===== config.mk =====
export PLATFORM = sky130hd
export DESIGN_NAME = mmeu_ctrl
export DESIGN_NICKNAME = d
export VERILOG_FILES = /design/src/hdl/mmeu_pkg.sv /design/src/hdl/mmeu_ctrl.sv
export SDC_FILE = /design/constraint.sdc
export NUM_CORES = 1
export LEC_CHECK = 0
export BUFFER_PORTS_ARGS = -buffer_cell sky130_fd_sc_hd__buf_2
export CAP_MARGIN = 20
export CORE_AREA = 2 2 39 41
export DETAILED_ROUTE_END_ITERATION = 10
export DIE_AREA = 0 0 41 43
export GPL_ROUTABILITY_DRIVEN = 0
export PLACE_DENSITY = 0.49
export SLEW_MARGIN = 15
export SYNTH_ARGS = -nofsm -noshare
export SYNTH_HDL_FRONTEND = slang
export SYNTH_SLANG_ARGS = --single-unit

===== constraint.sdc =====
create_clock -name clk -period 1.92 [get_ports clk]
set_input_delay 0.288 -clock clk [delete_from_list [all_inputs] [get_ports clk]]
set_output_delay 0.288 -clock clk [all_outputs]
set_load 0.005 [all_outputs]

===== src/hdl/mmeu_pkg.sv =====
// Package: opcodes, function codes and controller/datapath command types.
package mmeu_pkg;

    localparam logic [2:0] OP_RTYPE = 3'd0;
    localparam logic [2:0] OP_J     = 3'd1;
    localparam logic [2:0] OP_BNE   = 3'd2;
    localparam logic [2:0] OP_BEQ   = 3'd3;
    localparam logic [2:0] OP_LW    = 3'd4;
    localparam logic [2:0] OP_SW    = 3'd5;

    localparam logic [2:0] FN_ADD  = 3'd0;
    localparam logic [2:0] FN_SUB  = 3'd1;
    localparam logic [2:0] FN_MULT = 3'd2;
    localparam logic [2:0] FN_DIV  = 3'd3;

    localparam int MD_STEPS = 32;

    typedef struct packed {
        logic capture;
        logic read_regs;
        logic md_start;
        logic md_step;
        logic finish;
        logic commit;
    } mmeu_cmd_t;

    typedef struct packed {
        logic needs_md;
        logic clr_busy;
        logic md_last;
    } mmeu_status_t;

endpackage


===== src/hdl/mmeu_ctrl.sv =====
// Controller: sequences operand read, iterative multiply/divide and result hand-off.
module mmeu_ctrl
    import mmeu_pkg::*;
(
    input  logic         clk,
    input  logic         rst_n,
    input  logic         in_valid,
    output logic         in_stall,
    input  logic         out_stall,
    output logic         out_valid,
    input  mmeu_status_t status,
    output mmeu_cmd_t    cmd
);

    typedef enum logic [2:0] {S_IDLE, S_READ, S_MEM, S_MD, S_EXEC, S_OUT} state_t;

    state_t state_reg, state_next;
    logic   out_valid_reg, out_valid_next;

    assign in_stall  = (state_reg != S_IDLE) || status.clr_busy;
    assign out_valid = out_valid_reg;

    always_comb
    begin
        state_next     = state_reg;
        out_valid_next = out_valid_reg;
        cmd            = '0;
        case (state_reg)
            S_IDLE:
            begin
                if (in_valid && !status.clr_busy)
                begin
                    cmd.capture = 1'b1;
                    state_next  = S_READ;
                end
            end
            S_READ:
            begin
                cmd.read_regs = 1'b1;
                state_next    = S_MEM;
            end
            S_MEM:
            begin
                if (status.needs_md)
                begin
                    cmd.md_start = 1'b1;
                    state_next   = S_MD;
                end
                else
                begin
                    state_next = S_EXEC;
                end
            end
            S_MD:
            begin
                cmd.md_step = 1'b1;
                if (status.md_last)
                    state_next = S_EXEC;
            end
            S_EXEC:
            begin
                cmd.finish = 1'b1;
                state_next = S_OUT;
            end
            S_OUT:
            begin
                if (!out_valid_reg || !out_stall)
                begin
                    cmd.commit     = 1'b1;
                    out_valid_next = 1'b1;
                    state_next     = S_IDLE;
                end
            end
            default:
                state_next = S_IDLE;
        endcase
        if (state_reg != S_OUT && out_valid_reg && !out_stall)
            out_valid_next = 1'b0;
    end

    always_ff @(posedge clk or negedge rst_n)
    begin
        if (!rst_n)
        begin
            state_reg     <= S_IDLE;
            out_valid_reg <= 1'b0;
        end
        else
        begin
            state_reg     <= state_next;
            out_valid_reg <= out_valid_next;
        end
    end

endmodule


== Word-level counts from Yosys, hierarchy flattened ==
Index checks and enable logic that the tools add are counted.

* Register bits after elaboration: 4
* Bits of input ports: 7

* Equality and inequality tests: 9
* Muxes and demuxes: 17
* Reduce and logical (&&, ||, !) cells: 14

{| class="wikitable"
|+ Operators by type and width
! operator !! count
|-
| one-hot mux 3 bit (6 select lines) || 1
|-
| 2-to-1 mux 1 bit || 12
|-
| 2-to-1 mux 3 bit || 4
|-
| equality test 3 x 2 -> 1 bit, second input constant || 2
|-
| equality test 3 bit, second input constant || 2
|-
| inequality test 2 bit, second input constant || 3
|-
| nonzero test 2 bit || 2
|-
| equality test 3 x 1 -> 1 bit, second input constant || 1
|-
| logical AND 1 bit || 3
|-
| zero test 1 bit || 3
|-
| zero test 3 bit || 1
|-
| inequality test 3 bit, second input constant || 1
|-
| AND reduction 3 bit || 1
|-
| nonzero test 3 bit || 1
|-
| logical OR 1 bit || 2
|-
| AND reduction 2 bit || 1
|}

== Longest topological paths before layout ==
* Word-level depth: 5
* Gate-level depth with buffers: 3
* Gate-level depth less buffers: 3

== Worst setup path after synthesis ==
Ideal clock, no wire load.

* Path kind: reg2out
* Start point: register state_reg[2]
* End point: output port cmd[3] in the netlist's numbering
* Data arrival time: 0.832 ns
* Setup slack: 0.800 ns
* Stages on the path, launching flop included: 3
* Path through: dfrtp_1 -> nand2b_1 -> nor3b_1

{| class="wikitable"
|+ RTL lines
! what !! line !! source
|-
| start: declaration || mmeu_ctrl.sv:17 || <nowiki>state_t state_reg, state_next;</nowiki>
|-
| start signal: assignment || mmeu_ctrl.sv:90 || <nowiki>state_reg <= state_next;</nowiki>
|-
| end: declaration || mmeu_ctrl.sv:12 || <nowiki>output mmeu_cmd_t cmd</nowiki>
|}

==> key figures <==
Run status
  • Status: finished, final reports clean

Worst setup path
  • Crit path to: cmd[3]
  • WS Path Type: register to output port
  • Worst r2r dst: state_reg[2]
  • Crit-path max FO: 7
  • Worst endpoint data arrival time: about 1.2 ns
  • R2R Path Start: state_reg[2]
  • Crit start category: register
  • CP Capture Type: output port
  • Worst EP required: 1.63 ns
  • R2R depth: 3
  • Reg2reg setup slack: between 0.8 and 0.9 ns
  • Crit path from: state_reg[2]

Global route
  • Largest net degree at the start of global routing: 12
  • Global route overflow: 0
  • All-Layer GR Usage: 0.0806
  • Vias in the first global route: about 250
  • First-pass GRT wire length: between 900 and 1000 um
  • Initial antenna violation count: 0

Timing
  • RSZ-0062 raised after global routing: false
  • Clock period minus worst slack: about 1.5 ns
  • Max-slew violations: 0
  • Fin crit share: 0.775
  • Max_slew headroom: 0.778
  • Worst Tran Pin Value: about 0.33 ns
  • Final setup viols: 0
  • Setup tns final: 0 ns
  • Fmax: about 670 MHz
  • Layout Skew: between 0.003 and 0.004 ns
  • Worst setup margin: ~0.43 ns
  • Final hold vios: 0

Place
  • Port bufs: 14
  • Post-DP HPWL: about 500 um
  • Number of placed cells counting well taps: 58
  • DP Area: roughly 350 sq um
  • Setup WS pre-CTS: ~0.68 ns

Finish
  • Antenna cells: 0
  • Fillers: 163
  • Area occupied by multi-input gates: 159 sq um
  • Nets: 55
  • Syn-to-layout area delta: 44.5%
  • FF+latch area: between 100 and 150 sq um
  • Max reg flops: 3
  • Share of layout cells above drive strength 1: 0.478
  • Non-Filler Instances: a little over 60
  • Final Cell Area: about 380 sq um

Floorplanning
  • Initial Utilization: 0.191
  • Die Wd: approximately 41 um
  • Die Area: approximately 1800 sq um
  • Die height: between 40 and 50 um
  • I/O Pins: 15
  • FP Rows: 14
  • CORE AREA: between 1000 and 1500 sq um

Logic synthesis
  • Post-synthesis cell type count: 19
  • Synth top cells by count: dfrtp_1, nand2_1, nand2b_1, a21oi_1, nor2_1
  • Syn_nets: 36
  • Cell area after synthesis: approximately 260 sq um
  • Synth Area per Inst: 9.10 sq um
  • Yosys Warn Count: 0
  • Post-synthesis sequential area ratio: 0.379
  • Post-synth top area share: 0.379
  • Synth area leaders: dfrtp_1, nand2b_1, nand2_1, o221ai_2, a21oi_1
  • Syn Inst Count: 29
  • Share of synthesized registers carrying an async set or reset: 1.00
  • Register bit total from synthesis: 4
  • Main flop type after synthesis: dfrtp_1
  • Number of flops mapped to enable cells by yosys: 0
  • Yosys top cell by area: dfrtp_1

Clocking
  • Root buffer cell: clkbuf_4
  • CTS max path bufs: 2
  • CTS tree: done
  • Clk sinks: 4
  • TritonCTS buffer count: 3
  • Clock transition at the registers of the reported paths: about 0.040 ns
  • Worst-skew pair later-pin latency: between 0.2 and 0.25 ns
  • H-tree Lvls: 1

Routing
  • DR iter-0 viols: 4
  • Routed Antenna Nets: 0
  • Vias per inst: around 4.4
  • First-pass iteration count of the detailed router: 4
  • DRC errors left: 0
  • WL per Instance: roughly 9.7 um
  • DR vias: between 200 and 300
  • WL final: around 600 um

Power
  • Worst ir drop on vdd: ~400 uV
  • Total power: roughly 0.00051 W
  • Power Dens Cells: ~1300 nW/um^2
  • Leak: between 0.15 and 0.2 nW

Worst hold path
  • HP Class: input port to register

Flow run
  • # Max-Cap Violations: 0
stage by stage:
step,hold WS [ns],utilization
after floorplan,-0.00759,-
after global placement,0.0959,0.252
after detailed placement,0.0981,0.252
after CTS,0.301,0.276
after global routing,0.333,0.276
final,0.305,0.276
area by class of cell:
| cell class | instances | area share |
|---|---|---|
| multi-input cells | 24 | 0.416 |
| clock buffers | 3 | 0.0590 |
| repair buffers | 15 | 0.210 |
| flip-flops and latches | 4 | 0.262 |
| well taps | 16 | 0.0525 |
layout by cell type, fill, tap and decap left out, drive strengths merged:
cell type / Yosys / routed
a21o: 1 / 1
a21oi: 2 / 2
a221oi: 1 / 1
a311oi: 1 / 1
and2: 1 / 1
and3: 1 / 1
and3b: 1 / 1
buf: 1 / 14
clkbuf: 0 / 3
dfrtp: 4 / 4
dlygate4sd3: 0 / 1
nand2: 4 / 4
nand2b: 4 / 4
nand3b: 1 / 1
nor2: 3 / 3
nor3b: 1 / 1
o21a: 1 / 1
o221ai: 1 / 1
o22ai: 1 / 1
worst min-delay path by stage:
stage | start | endpoint | slack [ns] | depth (start not counted)
6_report | status[0] | state_reg[1] | 0.31 | 2
2_1_floorplan | rst_n | out_valid | -0.008 | 0
5_1_grt | status[0] | state_reg[1] | 0.33 | 2
3_5_place_dp | rst_n | state_reg[1] | 0.1 | 1
3_3_place_gp | rst_n | state_reg[2] | 0.1 | 1
4_1_cts | status[0] | state_reg[1] | 0.30 | 2
worst max-delay path, stage by stage, from the launching register on:
cell,delay (ns)
dfrtp_1,0.43
nand2b_1,0.20
nor3b_1,0.20
buf_2,0.14
kinds of logic after synthesis:
kind of cell / count (synthesis) / share of synthesized area
compound gates: 8 / 0.242
buf+inv: 1 / 0.0189
flops: 4 / 0.379
simple gates: 16 / 0.360
power breakdown:
group	switching (W)	leakage [nW]	internal (W)	total, W
clock network	0.0000319	0.0138	0.0000698	0.000102
logic	0.0000968	0.132	0.000126	0.000223
registers	0.0000641	0.0515	0.000120	0.000184
what timing repair did:
| item | CTS | global route |
|---|---|---|
| gates resized for setup | 0 | 0 |
| setup buffers | 0 | 0 |
| hold endpoints to repair | 4 | 0 |
| hold buffers | 1 | 0 |
metal layers:
layer,track usage,vias to the layer above,wire length (um)
met5,0,-,0
met4,0.0800,0,0
met3,0.0314,0,66
met2,0.109,12,289
met1,0.0879,119,246
li1,-,141,-
(Power assumes the default switching activity.)
